==> src/rtl/core/gbt_pkg.sv <==
// Package for the graph search block: state encoding, codes and the
// command and status bundles between controller and datapath. No dependencies.
`timescale 1ns / 1ps

package gbt_pkg;

    localparam int VERTEX_LIMIT = 16;

    // Input item kinds.
    localparam logic [1:0] KIND_CLEAR = 2'd0;
    localparam logic [1:0] KIND_EDGE  = 2'd1;
    localparam logic [1:0] KIND_BFS   = 2'd2;
    localparam logic [1:0] KIND_DFS   = 2'd3;

    // Result status codes.
    localparam logic [1:0] STAT_VISIT = 2'd0;
    localparam logic [1:0] STAT_DONE  = 2'd1;
    localparam logic [1:0] STAT_DROP  = 2'd2;
    localparam logic [1:0] STAT_BAD   = 2'd3;

    // Register index of vertex_count on the configuration port.
    localparam logic [1:0] REG_VERTEX_COUNT = 2'd0;

    typedef enum logic [4:0] {
        ST_IDLE,
        ST_E_CNT_A,
        ST_E_CNT_B,
        ST_E_CHECK,
        ST_E_APP_A,
        ST_E_APP_B,
        ST_BFS_CHK,
        ST_DFS_CHK,
        ST_B_POP,
        ST_B_LOAD,
        ST_B_SCAN,
        ST_B_TEST,
        ST_D_SCAN,
        ST_D_POP,
        ST_D_TEST,
        ST_FINISH,
        ST_RESP_DONE,
        ST_RESP_DROP,
        ST_RESP_BAD
    } state_t;

    typedef struct packed {
        logic       load;
        logic       clr_cnt;
        logic       cap_ca;
        logic       cap_cb;
        logic       app_a;
        logic       app_b;
        logic       srch_init;
        logic       q_pop;
        logic       load_cur;
        logic       nbr_rd;
        logic       bfs_take;
        logic       dfs_take;
        logic       s_pop;
        logic       fin_push;
        logic       resp_push;
        logic [1:0] resp_code;
    } cmd_t;

    typedef struct packed {
        logic edge_ok;
        logic start_ok;
        logic more_nbr;
        logic q_empty;
        logic stk_empty;
        logic take_ok;
        logic out_free;
    } stat_t;

endpackage

==> src/rtl/core/gbt_ctrl.sv <==
// Controller state machine of the graph search block.
// Depends on gbt_pkg; drives commands to gbt_datapath and reads its status.
`timescale 1ns / 1ps

module gbt_ctrl (
    input  logic            clk,
    input  logic            rst_n,
    input  logic            in_valid,
    input  logic [1:0]      kind,
    input  gbt_pkg::stat_t  stat,
    output logic            in_ready,
    output gbt_pkg::cmd_t   cmd
);

    gbt_pkg::state_t state_reg;
    gbt_pkg::state_t state_next;

    always_ff @(posedge clk or negedge rst_n)
    begin
        if (!rst_n)
        begin
            state_reg <= gbt_pkg::ST_IDLE;
        end
        else
        begin
            state_reg <= state_next;
        end
    end

    always_comb
    begin
        state_next = state_reg;
        case (state_reg)
            gbt_pkg::ST_IDLE:
            begin
                if (in_valid)
                begin
                    case (kind)
                        gbt_pkg::KIND_CLEAR: state_next = gbt_pkg::ST_RESP_DONE;
                        gbt_pkg::KIND_EDGE:  state_next = gbt_pkg::ST_E_CNT_A;
                        gbt_pkg::KIND_BFS:   state_next = gbt_pkg::ST_BFS_CHK;
                        default:             state_next = gbt_pkg::ST_DFS_CHK;
                    endcase
                end
            end
            gbt_pkg::ST_E_CNT_A: state_next = gbt_pkg::ST_E_CNT_B;
            gbt_pkg::ST_E_CNT_B: state_next = gbt_pkg::ST_E_CHECK;
            gbt_pkg::ST_E_CHECK:
            begin
                state_next = stat.edge_ok ? gbt_pkg::ST_E_APP_A : gbt_pkg::ST_RESP_DROP;
            end
            gbt_pkg::ST_E_APP_A: state_next = gbt_pkg::ST_E_APP_B;
            gbt_pkg::ST_E_APP_B: state_next = gbt_pkg::ST_RESP_DONE;
            gbt_pkg::ST_BFS_CHK:
            begin
                state_next = stat.start_ok ? gbt_pkg::ST_B_POP : gbt_pkg::ST_RESP_BAD;
            end
            gbt_pkg::ST_DFS_CHK:
            begin
                state_next = stat.start_ok ? gbt_pkg::ST_D_SCAN : gbt_pkg::ST_RESP_BAD;
            end
            gbt_pkg::ST_B_POP:
            begin
                state_next = stat.q_empty ? gbt_pkg::ST_FINISH : gbt_pkg::ST_B_LOAD;
            end
            gbt_pkg::ST_B_LOAD: state_next = gbt_pkg::ST_B_SCAN;
            gbt_pkg::ST_B_SCAN:
            begin
                state_next = stat.more_nbr ? gbt_pkg::ST_B_TEST : gbt_pkg::ST_B_POP;
            end
            gbt_pkg::ST_B_TEST:
            begin
                if (!stat.take_ok || stat.out_free)
                begin
                    state_next = gbt_pkg::ST_B_SCAN;
                end
            end
            gbt_pkg::ST_D_SCAN:
            begin
                if (stat.more_nbr)
                begin
                    state_next = gbt_pkg::ST_D_TEST;
                end
                else if (stat.stk_empty)
                begin
                    state_next = gbt_pkg::ST_FINISH;
                end
                else
                begin
                    state_next = gbt_pkg::ST_D_POP;
                end
            end
            gbt_pkg::ST_D_POP: state_next = gbt_pkg::ST_D_SCAN;
            gbt_pkg::ST_D_TEST:
            begin
                if (!stat.take_ok || stat.out_free)
                begin
                    state_next = gbt_pkg::ST_D_SCAN;
                end
            end
            gbt_pkg::ST_FINISH,
            gbt_pkg::ST_RESP_DONE,
            gbt_pkg::ST_RESP_DROP,
            gbt_pkg::ST_RESP_BAD:
            begin
                if (stat.out_free)
                begin
                    state_next = gbt_pkg::ST_IDLE;
                end
            end
            default: state_next = gbt_pkg::ST_IDLE;
        endcase
    end

    always_comb
    begin
        cmd = '0;
        in_ready = 1'b0;
        case (state_reg)
            gbt_pkg::ST_IDLE:
            begin
                in_ready = 1'b1;
                cmd.load = in_valid;
                cmd.clr_cnt = in_valid && (kind == gbt_pkg::KIND_CLEAR);
            end
            gbt_pkg::ST_E_CNT_A: cmd.cap_ca = 1'b1;
            gbt_pkg::ST_E_CNT_B: cmd.cap_cb = 1'b1;
            gbt_pkg::ST_E_APP_A: cmd.app_a = 1'b1;
            gbt_pkg::ST_E_APP_B: cmd.app_b = 1'b1;
            gbt_pkg::ST_BFS_CHK,
            gbt_pkg::ST_DFS_CHK: cmd.srch_init = stat.start_ok;
            gbt_pkg::ST_B_POP: cmd.q_pop = !stat.q_empty;
            gbt_pkg::ST_B_LOAD,
            gbt_pkg::ST_D_POP: cmd.load_cur = 1'b1;
            gbt_pkg::ST_B_SCAN: cmd.nbr_rd = stat.more_nbr;
            gbt_pkg::ST_B_TEST: cmd.bfs_take = stat.take_ok && stat.out_free;
            gbt_pkg::ST_D_SCAN:
            begin
                cmd.nbr_rd = stat.more_nbr;
                cmd.s_pop = !stat.more_nbr && !stat.stk_empty;
            end
            gbt_pkg::ST_D_TEST: cmd.dfs_take = stat.take_ok && stat.out_free;
            gbt_pkg::ST_FINISH: cmd.fin_push = stat.out_free;
            gbt_pkg::ST_RESP_DONE:
            begin
                cmd.resp_push = stat.out_free;
                cmd.resp_code = gbt_pkg::STAT_DONE;
            end
            gbt_pkg::ST_RESP_DROP:
            begin
                cmd.resp_push = stat.out_free;
                cmd.resp_code = gbt_pkg::STAT_DROP;
            end
            gbt_pkg::ST_RESP_BAD:
            begin
                cmd.resp_push = stat.out_free;
                cmd.resp_code = gbt_pkg::STAT_BAD;
            end
            default: cmd = '0;
        endcase
    end

endmodule

==> src/rtl/core/gbt_datapath.sv <==
// Datapath of the graph search block: neighbor memory, counts, visited marks,
// queue/stack memory and the result register. Depends on gbt_pkg.
`timescale 1ns / 1ps

module gbt_datapath #(
    parameter int MAX_VERTICES = 16,
    parameter int MAX_DEGREE   = 8
) (
    input  logic            clk,
    input  logic            rst_n,
    input  gbt_pkg::cmd_t   cmd,
    output gbt_pkg::stat_t  stat,
    input  logic [4:0]      vertex_count,
    input  logic [3:0]      vertex_a,
    input  logic [3:0]      vertex_b,
    output logic [3:0]      visited_vertex,
    output logic [1:0]      status,
    output logic            last,
    output logic            out_valid,
    input  logic            out_ready
);

    localparam int LIM  = (MAX_VERTICES < gbt_pkg::VERTEX_LIMIT) ? MAX_VERTICES
                                                                 : gbt_pkg::VERTEX_LIMIT;
    localparam int AW   = $clog2(LIM);
    localparam int LCW  = $clog2(LIM + 1);
    localparam int CW   = $clog2(MAX_DEGREE + 1);
    localparam int SD   = MAX_VERTICES * MAX_DEGREE;
    localparam int SAW  = $clog2(SD);
    localparam int WIDE = SAW + CW + 5;
    localparam int EW   = 4 + CW;

    logic [3:0]     a_reg;
    logic [3:0]     b_reg;
    logic [CW-1:0]  ca_reg;
    logic [CW-1:0]  cb_reg;
    logic [CW-1:0]  cnt_reg [gbt_pkg::VERTEX_LIMIT];
    logic [gbt_pkg::VERTEX_LIMIT-1:0] vis_reg;
    logic [3:0]     nbr_mem [SD];
    logic [3:0]     nbr_q_reg;
    logic [EW-1:0]  wm_mem [LIM];
    logic [EW-1:0]  wm_q_reg;
    logic [3:0]     cur_v_reg;
    logic [CW-1:0]  cur_p_reg;
    logic [3:0]     pend_reg;
    logic [LCW-1:0] visits_reg;
    logic [LCW-1:0] head_reg;
    logic [LCW-1:0] tail_reg;
    logic [AW-1:0]  sp_reg;
    logic [3:0]     vv_reg;
    logic [1:0]     status_reg;
    logic           last_reg;
    logic           out_valid_reg;

    logic [4:0]     n_eff;
    logic [3:0]     cnt_idx;
    logic [CW-1:0]  cnt_rd;
    logic [3:0]     w;
    logic [3:0]     st_wv;
    logic [CW-1:0]  st_wp;
    logic [WIDE-1:0] st_wide;
    logic [WIDE-1:0] rd_wide;
    logic [SAW-1:0] st_waddr;
    logic [SAW-1:0] st_raddr;
    logic           wm_we;
    logic [AW-1:0]  wm_waddr;
    logic [EW-1:0]  wm_wdata;
    logic [AW-1:0]  wm_raddr;
    logic           push;
    logic           take;

    assign n_eff = (vertex_count > 5'(LIM)) ? 5'(LIM) : vertex_count;
    assign cnt_idx = (cmd.cap_cb || cmd.app_b) ? b_reg : (cmd.cap_ca ? a_reg : cur_v_reg);
    assign cnt_rd = cnt_reg[cnt_idx];
    assign w = nbr_q_reg;

    // Neighbor store addressing: row of the vertex, column of the position.
    assign st_wv = cmd.app_b ? b_reg : a_reg;
    assign st_wp = cmd.app_b ? cnt_rd : ca_reg;
    assign st_wide = WIDE'(st_wv) * WIDE'(MAX_DEGREE) + WIDE'(st_wp);
    assign rd_wide = WIDE'(cur_v_reg) * WIDE'(MAX_DEGREE) + WIDE'(cur_p_reg);
    assign st_waddr = st_wide[SAW-1:0];
    assign st_raddr = rd_wide[SAW-1:0];

    always_ff @(posedge clk)
    begin
        if (cmd.app_a || cmd.app_b)
        begin
            nbr_mem[st_waddr] <= cmd.app_b ? a_reg : b_reg;
        end
        if (cmd.nbr_rd)
        begin
            nbr_q_reg <= nbr_mem[st_raddr];
        end
    end

    // Queue entries and stack frames share one memory.
    assign take = cmd.bfs_take || cmd.dfs_take;
    assign wm_we = cmd.srch_init || take;
    always_comb
    begin
        wm_waddr = '0;
        wm_wdata = {a_reg, CW'(0)};
        if (cmd.bfs_take)
        begin
            wm_waddr = tail_reg[AW-1:0];
            wm_wdata = {w, CW'(0)};
        end
        else if (cmd.dfs_take)
        begin
            wm_waddr = sp_reg;
            wm_wdata = {cur_v_reg, cur_p_reg};
        end
    end
    assign wm_raddr = cmd.s_pop ? (sp_reg - AW'(1)) : head_reg[AW-1:0];

    always_ff @(posedge clk)
    begin
        if (wm_we)
        begin
            wm_mem[wm_waddr] <= wm_wdata;
        end
        if (cmd.q_pop || cmd.s_pop)
        begin
            wm_q_reg <= wm_mem[wm_raddr];
        end
    end

    always_ff @(posedge clk)
    begin
        if (cmd.load)
        begin
            a_reg <= vertex_a;
            b_reg <= vertex_b;
        end
        if (cmd.cap_ca)
        begin
            ca_reg <= cnt_rd;
        end
        if (cmd.cap_cb)
        begin
            cb_reg <= cnt_rd;
        end
    end

    always_ff @(posedge clk or negedge rst_n)
    begin
        if (!rst_n)
        begin
            for (int i = 0; i < gbt_pkg::VERTEX_LIMIT; i++)
            begin
                cnt_reg[i] <= '0;
            end
        end
        else if (cmd.clr_cnt)
        begin
            for (int i = 0; i < gbt_pkg::VERTEX_LIMIT; i++)
            begin
                cnt_reg[i] <= '0;
            end
        end
        else if (cmd.app_a)
        begin
            cnt_reg[a_reg] <= ca_reg + CW'(1);
        end
        else if (cmd.app_b)
        begin
            cnt_reg[b_reg] <= cnt_rd + CW'(1);
        end
    end

    always_ff @(posedge clk or negedge rst_n)
    begin
        if (!rst_n)
        begin
            vis_reg <= '0;
            cur_v_reg <= '0;
            cur_p_reg <= '0;
            pend_reg <= '0;
            visits_reg <= '0;
            head_reg <= '0;
            tail_reg <= '0;
            sp_reg <= '0;
        end
        else
        begin
            if (cmd.srch_init)
            begin
                vis_reg <= (gbt_pkg::VERTEX_LIMIT)'(1) << a_reg;
                cur_v_reg <= a_reg;
                cur_p_reg <= '0;
                pend_reg <= a_reg;
                visits_reg <= LCW'(1);
                head_reg <= '0;
                tail_reg <= LCW'(1);
                sp_reg <= '0;
            end
            if (cmd.q_pop)
            begin
                head_reg <= head_reg + LCW'(1);
            end
            if (cmd.s_pop)
            begin
                sp_reg <= sp_reg - AW'(1);
            end
            if (cmd.load_cur)
            begin
                cur_v_reg <= wm_q_reg[EW-1:CW];
                cur_p_reg <= wm_q_reg[CW-1:0];
            end
            if (cmd.nbr_rd)
            begin
                cur_p_reg <= cur_p_reg + CW'(1);
            end
            if (take)
            begin
                vis_reg[w] <= 1'b1;
                pend_reg <= w;
                visits_reg <= visits_reg + LCW'(1);
            end
            if (cmd.bfs_take)
            begin
                tail_reg <= tail_reg + LCW'(1);
            end
            if (cmd.dfs_take)
            begin
                sp_reg <= sp_reg + AW'(1);
                cur_v_reg <= w;
                cur_p_reg <= '0;
            end
        end
    end

    // Result register; a visit is held back one step so the last flag is known.
    assign push = take || cmd.fin_push || cmd.resp_push;
    always_ff @(posedge clk or negedge rst_n)
    begin
        if (!rst_n)
        begin
            out_valid_reg <= 1'b0;
        end
        else if (push)
        begin
            out_valid_reg <= 1'b1;
        end
        else if (out_ready)
        begin
            out_valid_reg <= 1'b0;
        end
    end

    always_ff @(posedge clk)
    begin
        if (push)
        begin
            vv_reg <= cmd.resp_push ? 4'd0 : pend_reg;
            status_reg <= cmd.resp_push ? cmd.resp_code : gbt_pkg::STAT_VISIT;
            last_reg <= cmd.fin_push || cmd.resp_push;
        end
    end

    assign visited_vertex = vv_reg;
    assign status = status_reg;
    assign last = last_reg;
    assign out_valid = out_valid_reg;

    always_comb
    begin
        stat.out_free = !out_valid_reg || out_ready;
        stat.start_ok = {1'b0, a_reg} < n_eff;
        if (a_reg == b_reg)
        begin
            stat.edge_ok = ((CW + 1)'(ca_reg) + (CW + 1)'(2)) <= (CW + 1)'(MAX_DEGREE);
        end
        else
        begin
            stat.edge_ok = (ca_reg < CW'(MAX_DEGREE)) && (cb_reg < CW'(MAX_DEGREE));
        end
        stat.edge_ok = stat.edge_ok && ({1'b0, a_reg} < n_eff) && ({1'b0, b_reg} < n_eff);
        stat.more_nbr = cur_p_reg < cnt_rd;
        stat.q_empty = head_reg == tail_reg;
        stat.stk_empty = sp_reg == '0;
        stat.take_ok = ({1'b0, w} < n_eff) && !vis_reg[w] && (visits_reg < LCW'(LIM));
    end

endmodule

==> src/rtl/core/graph_bfs_dfs_traversal.sv <==
// Top level of the graph search block: configuration register, controller
// and datapath. Depends on gbt_pkg, gbt_ctrl and gbt_datapath.
`timescale 1ns / 1ps

// The block stores an undirected graph of up to 16 vertices as neighbor lists
// and runs breadth-first or depth-first searches over it, one request at a
// time. A search walks the stored neighbor entries one at a time through the
// single read port of the neighbor memory. Each search result is reported
// only once the next visit is found or the search ends, so that the final
// visit can carry the last flag. A new request is taken only once the
// previous one has put out its last result; a result may still wait in the
// output register while the next request is taken. vertex_count sits at byte
// address 0 of the configuration port and must only be written while the
// block is idle.

module graph_bfs_dfs_traversal #(
    parameter int MAX_VERTICES = 16,
    parameter int MAX_DEGREE   = 8
) (
    input  logic        clk,
    input  logic        rst_n,
    input  logic        psel,
    input  logic        penable,
    input  logic        pwrite,
    input  logic [3:0]  paddr,
    input  logic [31:0] pwdata,
    output logic [31:0] prdata,
    output logic        pready,
    input  logic        in_valid,
    output logic        in_ready,
    input  logic [1:0]  kind,
    input  logic [3:0]  vertex_a,
    input  logic [3:0]  vertex_b,
    output logic        out_valid,
    input  logic        out_ready,
    output logic [3:0]  visited_vertex,
    output logic [1:0]  status,
    output logic        last
);

    logic [4:0]     vertex_count_reg;
    logic           cfg_wr;
    gbt_pkg::cmd_t  cmd;
    gbt_pkg::stat_t stat;

    // The register is written in the access phase of an APB write.
    assign pready = 1'b1;
    assign cfg_wr = psel && penable && pwrite && (paddr[3:2] == gbt_pkg::REG_VERTEX_COUNT);

    always_ff @(posedge clk or negedge rst_n)
    begin
        if (!rst_n)
        begin
            vertex_count_reg <= 5'd16;
        end
        else if (cfg_wr)
        begin
            vertex_count_reg <= pwdata[4:0];
        end
    end

    // Reads of any other address return zero.
    assign prdata = (paddr[3:2] == gbt_pkg::REG_VERTEX_COUNT) ? {27'd0, vertex_count_reg}
                                                              : 32'd0;

    // The controller sequences every request; the datapath holds the graph and search storage.
    gbt_ctrl u_ctrl (
        .clk      (clk),
        .rst_n    (rst_n),
        .in_valid (in_valid),
        .kind     (kind),
        .stat     (stat),
        .in_ready (in_ready),
        .cmd      (cmd)
    );

    gbt_datapath #(
        .MAX_VERTICES (MAX_VERTICES),
        .MAX_DEGREE   (MAX_DEGREE)
    ) u_datapath (
        .clk            (clk),
        .rst_n          (rst_n),
        .cmd            (cmd),
        .stat           (stat),
        .vertex_count   (vertex_count_reg),
        .vertex_a       (vertex_a),
        .vertex_b       (vertex_b),
        .visited_vertex (visited_vertex),
        .status         (status),
        .last           (last),
        .out_valid      (out_valid),
        .out_ready      (out_ready)
    );

endmodule

==> config.mk <==
export PLATFORM = sky130hd
export DESIGN_NAME = graph_bfs_dfs_traversal
export DESIGN_NICKNAME = d
export VERILOG_FILES = /design/src/rtl/core/gbt_pkg.sv /design/src/rtl/core/gbt_ctrl.sv /design/src/rtl/core/gbt_datapath.sv /design/src/rtl/core/graph_bfs_dfs_traversal.sv
export SDC_FILE = /design/constraint.sdc
export NUM_CORES = 1
export LEC_CHECK = 0
export BUFFER_PORTS_ARGS = -buffer_cell sky130_fd_sc_hd__buf_2
export CAP_MARGIN = 5
export CORE_MARGIN = 3
export CORE_UTILIZATION = 50
export DETAILED_ROUTE_END_ITERATION = 10
export GPL_TIMING_DRIVEN = 0
export PLACE_DENSITY = 0.67
export SYNTH_ARGS = -nofsm -noshare
export SYNTH_HDL_FRONTEND = slang
export SYNTH_SLANG_ARGS = --single-unit
==> constraint.sdc <==
create_clock -name clk -period 5.3 [get_ports clk]
set_input_delay 0.265 -clock clk [delete_from_list [all_inputs] [get_ports clk]]
set_output_delay 0.265 -clock clk [all_outputs]
set_load 0.02 [all_outputs]
==> results_dict.tcl, run 1 <==
set metrics [dict create \
    fin_worst_skew_ns 0.05106 \
    track_usage_pct 24.61 \
    r2r_end "u_datapath.wm_q_reg[2]" \
    nNetsFinal 2748 \
    synth_edf_count 672 \
    layout_commonest_cell "edfxtp_1" \
    totalWireLength_mm 91.04 \
    max-vdd-ir-drop_mv 0.2890 \
    r2r_setup_slack_ns -0.19 \
    dp.cells 3479 \
    fin_crit_sh_pct 103.6 \
    die_w_um 271.5 \
    wl_per_cell_um 24.81 \
    gp_congestion 0.9025 \
    fp-row-count 96 \
    hold_viol 0 \
    layoutNonFillerInstCount 3669 \
    grt_setup_unrepaired "true" \
    syn_inst 2480 \
    gr-total-overflow 0 \
    crit_fanout 6 \
    worstMarginPinSlew_ns 1.217 \
    whs_endpoint "u_datapath.out_valid" \
    fin_area_um2 40380 \
    p_per_area_nw_per_um2 541.7 \
    p_leak_nw 13.94 \
    synthDistinctLibCells 81 \
    worst-path-buf-inv 6 \
    status "finished, violations left" \
    async_flop_share_pct 15.37 \
    largest_register_ffs 512 \
    dieArea_um2 73690 \
    maxCapViolCount 0 \
    r2r_start "u_ctrl.state_reg[2]" \
    cts_buffers 83 \
    via_per_inst 6.077 \
    cts_tree "done" \
    portBuffers 37 \
    drc_errors 0 \
    final_util_pct 58.36 \
    cp-start-kind "flip-flop" \
    cp-end-kind "flip-flop" \
    areaGrowthSynthToFinish_pct 14.60 \
    drive_gt1_share_pct 17.31 \
    crit_type "flip-flop to flip-flop" \
    drt_pass1_iterations 6 \
    dpl-instance-area_um2 36840 \
    layout_common_cells "edfxtp_1 (672), nor2_1 (260), mux2i_1 (198)" \
    maxSlewViolCount 0 \
    clk_pin_slew_ns 0.06 \
    fmax_ghz 0.1821 \
    crit_path_frequent_cell "buf_12" \
    hp-class "input port to flip-flop" \
    pre_cts_ws_ns -1.481 \
    slowest_delay_ns 0.54 \
    slew_headroom_pct 18.88 \
    worstPathArrival_ns 5.88 \
    crit_slowest_cell "or4_4" \
    syn_avg_cell_area_um2 14.21 \
    synth_top_area_share_pct 57.27 \
    reg2reg_depth 20 \
    vias 22300 \
    dp_hpwl_mm 62.69 \
    synthFlopType "edfxtp_1" \
    clk_latency_ns 0.66 \
    whs_path_depth 3 \
    ctsLongestPathBuffers 3 \
    required_ns 5.69 \
    violations "setup timing" \
    grt_pass1_vias 22300 \
    critical-path-top-delay-family "multiplexers" \
    cts_max_level 3 \
    diodes 0 \
    synth_top_cells_by_area "edfxtp_1 (57%), dfrtp_1 (8.6%), mux2i_1 (6.0%), mux4_2 (5.8%), nor2_1 (2.9%)" \
    antenna_found_initial 0 \
    ios 95 \
    setup_viol 8 \
    syn_area_um2 35230 \
    synth_seq_cells 794 \
    cp_cell_sequence "buf_6 -> or3b_4 -> a21o_1 -> buf_6 -> o21ai_4 -> buf_12 -> mux4_2 -> mux2i_1 -> mux2_4 -> ha_4 -> a2111o_1 -> nor3_4 -> a21oi_4 -> buf_8 -> mux2i_4 -> buf_12 -> buf_12 -> mux2i_4 -> o22ai_2 -> or4_4" \
    yosysWarningCount 0 \
    yosysTopAreaCell "edfxtp_1" \
    cts.sinks 794 \
    die_h_um 271.5 \
    grt_pass1_wl_mm 138.4 \
    finalWorstSetupSlack_ns -0.1909 \
    grt_max_degree 77 \
    period_needed_ns 5.491 \
    final_antenna_net_count 0 \
    yosysSeqAreaShare_pct 65.94 \
    min_from "out_ready" \
    first_iter_violations 2616 \
    coreArea_um2 69190 \
    initial_core_util_pct 50.92 \
    cts-root-buf "clkbuf_16" \
]
## area by class of cell
cell class / instances / area, um^2
clock buffers: 109 / 2245
inverters: 20 / 75.07
fillers: 5421 / 28810
plain buffers: 170 / 895.9
clock inverters: 43 / 510.5
flip-flops and latches: 794 / 23230
repair buffers: 84 / 729.5
multi-input cells: 1518 / 11520
well taps: 931 / 1165
## Yosys cell counts, types with 6 or more instances
master and n:
a21oi_1 67, ha_1 24, nand2b_1 25, o22a_1 15
xor2_1 15, or4_1 10, nand3_1 37, inv_1 20
o221ai_1 54, a31oi_1 12, a32oi_1 8, xnor2_1 10
nor3_1 15, o211ai_1 6, o21ai_1 6, buf_2 8
nor2b_1 14, edfxtp_1 672, nand2_1 196, nor2_1 274
dfrtp_1 121, o21a_1 14, o22ai_1 80, clkbuf_1 100
or3_1 6, and2_1 17, mux2_2 63, buf_1 28
buf_6 8, and3_1 12, mux2i_1 211, nor4_1 7
o21ai_0 122, mux4_2 90, buf_4 30, o31ai_1 7
## how the worst max path moves through the flow
stage / from / slack, ns / end / cells past startpoint
floorplan: u_ctrl.state_reg[2] / 0.12 / u_datapath.wm_q_reg[0] / 19
global placement: u_ctrl.state_reg[0] / -1.34 / u_datapath.wm_q_reg[6] / 18
detailed placement: u_ctrl.state_reg[0] / -1.48 / u_datapath.wm_q_reg[6] / 18
CTS: u_ctrl.state_reg[2] / -0.26 / u_datapath.wm_q_reg[5] / 21
global route: u_ctrl.state_reg[2] / -0.28 / u_datapath.wm_q_reg[4] / 20
finish: u_ctrl.state_reg[2] / -0.19 / u_datapath.wm_q_reg[2] / 20
## stage by stage
step	hold WS [ns]	power (mW)	setup TNS, ns
after floorplan	-0.03059	12.85	0
after global placement	0.4460	15.27	-46.38
after detailed placement	0.2763	15.44	-81.86
after CTS	0.03961	21.65	-1.856
after global routing	0.1136	22.77	-2.128
final	0.05797	21.87	-1.284
## worst min-delay path, delay by kind of cell
kind / cells / cell delay [ns]
AND/OR/NAND/NOR: 2 / 0.28
buffers and inverters: 1 / 0.08
## power breakdown
group / internal [mW] / leakage, nW / switching, mW
Sequential: 7.48 / 7.79 / 0.327
Clock: 3.41 / 1.35 / 2.46
Combinational: 3.13 / 4.79 / 5.07
Total: 14.0 / 13.9 / 7.86
## what timing repair did
item	in CTS	in global routing
pin swaps	11	14
gates cloned	2	0
setup endpoints to repair	313	376
setup buffers	19	8
endpoints found under the hold margin	69	0
resized for setup	33	63
hold buffers	14	0
## kinds of logic (layout without fill, tap and decap cells)
kind of cell / after synthesis / count (layout) / synth area share [%]
flip-flops: 794 / 794 / 65.94
multiplexers: 366 / 367 / 13.89
XOR/XNOR: 25 / 25 / 0.6215
adder cells (fa/ha/maj): 25 / 25 / 0.8807
AND/OR/NAND/NOR: 638 / 638 / 7.948
buffers and inverters: 195 / 426 / 2.600
other: 2 / 28 / 0.02132
AO/OA/AOI/OAI: 435 / 435 / 8.097
## routing by layer
layer  vias to the layer above  track usage, %  wire length [um]
met4                         0           7.187              2461
li1                       9879               -                 -
met5                         -               0                 0
met2                       975           38.52             42720
met3                       161           4.525              7149
met1                     11280           35.53             38710
(Power assumes the default switching activity.)
==> run 2, diff against run 1 <==
--- a/config.mk
+++ b/config.mk
@@ -8,10 +8,10 @@
 export BUFFER_PORTS_ARGS = -buffer_cell sky130_fd_sc_hd__buf_2
 export CAP_MARGIN = 5
 export CORE_MARGIN = 3
-export CORE_UTILIZATION = 50
+export CORE_UTILIZATION = 49
 export DETAILED_ROUTE_END_ITERATION = 10
 export GPL_TIMING_DRIVEN = 0
-export PLACE_DENSITY = 0.67
+export PLACE_DENSITY = 0.66
 export SYNTH_ARGS = -nofsm -noshare
 export SYNTH_HDL_FRONTEND = slang
 export SYNTH_SLANG_ARGS = --single-unit
==> run 2 against run 1 <==
  * The flow still finishes with violations (setup timing)
  * First-iteration DRC count down 1.7%
  * Global-route usage fell by 0.55 points
  * Sequential power is essentially flat
  * Wire length decreased by 0.66%
  * Register-to-register slack lost 0.22 ns
  * Via count increased by 1.3%
  * Clock-buffer cell count shrank 7
  * Total power is 1.7% lower
  * Largest cell class unchanged
==> results_dict.tcl, run 2 (synthesized netlist as in run 1, its figures left out) <==
set metrics [dict create \
    status "finished, violations left" \
    violations "setup timing" \
    largest_register_ffs 512 \
    ios 95 \
    routed-wl-met2_mm 42.15 \
    grt_max_degree 85 \
    cp-start-kind "flip-flop" \
    die_h_um 274.1 \
    grt_setup_unrepaired "true" \
    totalWireLength_mm 90.44 \
    worstPathArrival_ns 6.07 \
    diodes 0 \
    cts-root-buf "clkbuf_16" \
    wl_met3_mm 7.807 \
    maxSlewViolCount 0 \
    clk_pin_slew_ns 0.06 \
    clk_latency_ns 0.65 \
    die_w_um 274.1 \
    layout_common_cells "edfxtp_1 (672), nor2_1 (216), mux2i_1 (197)" \
    drt_pass1_iterations 5 \
    wl_per_cell_um 24.58 \
    cp.depth 23 \
    ctsLongestPathBuffers 3 \
    grt_pass1_wl_mm 136.4 \
    dieArea_um2 75160 \
    hp-class "input port to flip-flop" \
    cp_cell_sequence "buf_6 -> or3b_4 -> a21o_1 -> buf_6 -> buf_12 -> a31oi_4 -> buf_6 -> mux4_2 -> mux2i_1 -> mux2i_4 -> inv_1 -> ha_1 -> a2111o_1 -> nor3_4 -> a21oi_4 -> buf_6 -> mux2i_4 -> buf_6 -> buf_6 -> buf_8 -> mux2i_2 -> o22ai_2 -> or4_1" \
    fin_area_um2 40380 \
    vias 22580 \
    coreArea_um2 70640 \
    crit_fanout 10 \
    p_per_area_nw_per_um2 532.5 \
    areaGrowthSynthToFinish_pct 14.61 \
    worstMarginPinSlew_ns 1.179 \
    fmax_ghz 0.1752 \
    dp_hpwl_mm 62.15 \
    fin_worst_skew_ns 0.03492 \
    cp-end-kind "flip-flop" \
    first_iter_violations 2571 \
    setup_viol 8 \
    maxCapViolCount 0 \
    crit_slowest_cell "or4_1" \
    reg2reg_depth 23 \
    track_usage_pct 24.06 \
    via_per_inst 6.137 \
    gp_congestion 0.9116 \
    hold_viol 0 \
    antenna_found_initial 0 \
    pre_cts_ws_ns -1.426 \
    max-vdd-ir-drop_mv 0.3296 \
    layoutNonFillerInstCount 3679 \
    required_ns 5.66 \
    nNetsFinal 2754 \
    period_needed_ns 5.709 \
    layout_commonest_cell "edfxtp_1" \
    dp.cells 3488 \
    cts_tree "done" \
    cts_max_level 3 \
    routedLengthMet1_mm 37.74 \
    drive_gt1_share_pct 19.61 \
    p_leak_nw 13.86 \
    crit_type "flip-flop to flip-flop" \
    fin_crit_sh_pct 107.7 \
    whs_path_depth 3 \
    grt_pass1_vias 22290 \
    worst-path-buf-inv 9 \
    cts.sinks 794 \
    cts_buffers 82 \
    portBuffers 37 \
    highest_layer "met4" \
    fp-row-count 97 \
    slowest_delay_ns 0.54 \
    slew_headroom_pct 21.11 \
    critical-path-top-delay-family "simple AND/OR/NAND/NOR gates" \
    dpl-instance-area_um2 36850 \
    drc_errors 0 \
    final_antenna_net_count 0 \
    initial_core_util_pct 49.88 \
    crit_path_frequent_cell "buf_6" \
    finalWorstSetupSlack_ns -0.4092 \
    gr-total-overflow 0 \
]
## run 2: layer usage
metal  track usage (%)  up-vias
li1                  -     9886
met3             4.979      181
met2             37.47     1101
met5                 0        -
met4             7.782        0
met1             34.15    11410
## run 2: report_power, final
part / switching (mW) / internal (mW)
clock: 2.40 / 3.01
combinational: 5.13 / 3.16
sequential: 0.318 / 7.48
## run 2: tightest hold or removal path, delay by kind of cell
| family | cells | cell delay, ns |
|---|---|---|
| buf+inv | 1 | 0.07 |
| simple gates | 2 | 0.29 |
## run 2: final cells by class
cell class	instances	area, um^2
fill	5534	30250
sequential	794	23230
multi-input combinational	1517	11670
clock buffer	102	2157
tap	940	1176
buffer	171	898.4
timing repair buffer	91	813.3
clock inverter	44	356.6
inverter	20	75.07
## run 2: worst paths after layout
kind | from | end | slack (ns)
worst max register to register | u_ctrl.state_reg[2] | u_datapath.wm_q_reg[1] | -0.41
worst max-delay path | u_ctrl.state_reg[2] | u_datapath.wm_q_reg[1] | -0.41
worst min register to register | u_datapath.cnt_reg[56] | u_datapath.cnt_reg[56] | 0.47
min in group asynchronous | rst_n | u_datapath.cnt_reg[58] | 0.16
max in group asynchronous | rst_n | vertex_count_reg[4] | 4.39
worst min-delay path | out_ready | u_datapath.out_valid | 0.03
## run 2: timing repair
action	CTS	global route
pin swaps	17	12
endpoints found under the setup margin	378	492
endpoints found under the hold margin	67	0
resized for setup	63	108
cloned	2	1
setup buffers	26	7
hold buffers	14	0
## run 2: through the flow
step	power, mW	utilization [%]	TNS [ns]	hold slack, ns
6_report	21.50	57.17	-2.948	0.03234
5_1_grt	22.38	57.17	-4.066	0.05249
4_1_cts	21.27	56.70	-2.719	0.01915
3_5_place_dp	15.43	52.17	-67.13	0.2652
3_3_place_gp	15.28	51.94	-33.71	0.4455
2_1_floorplan	12.85	-	0	-0.03059
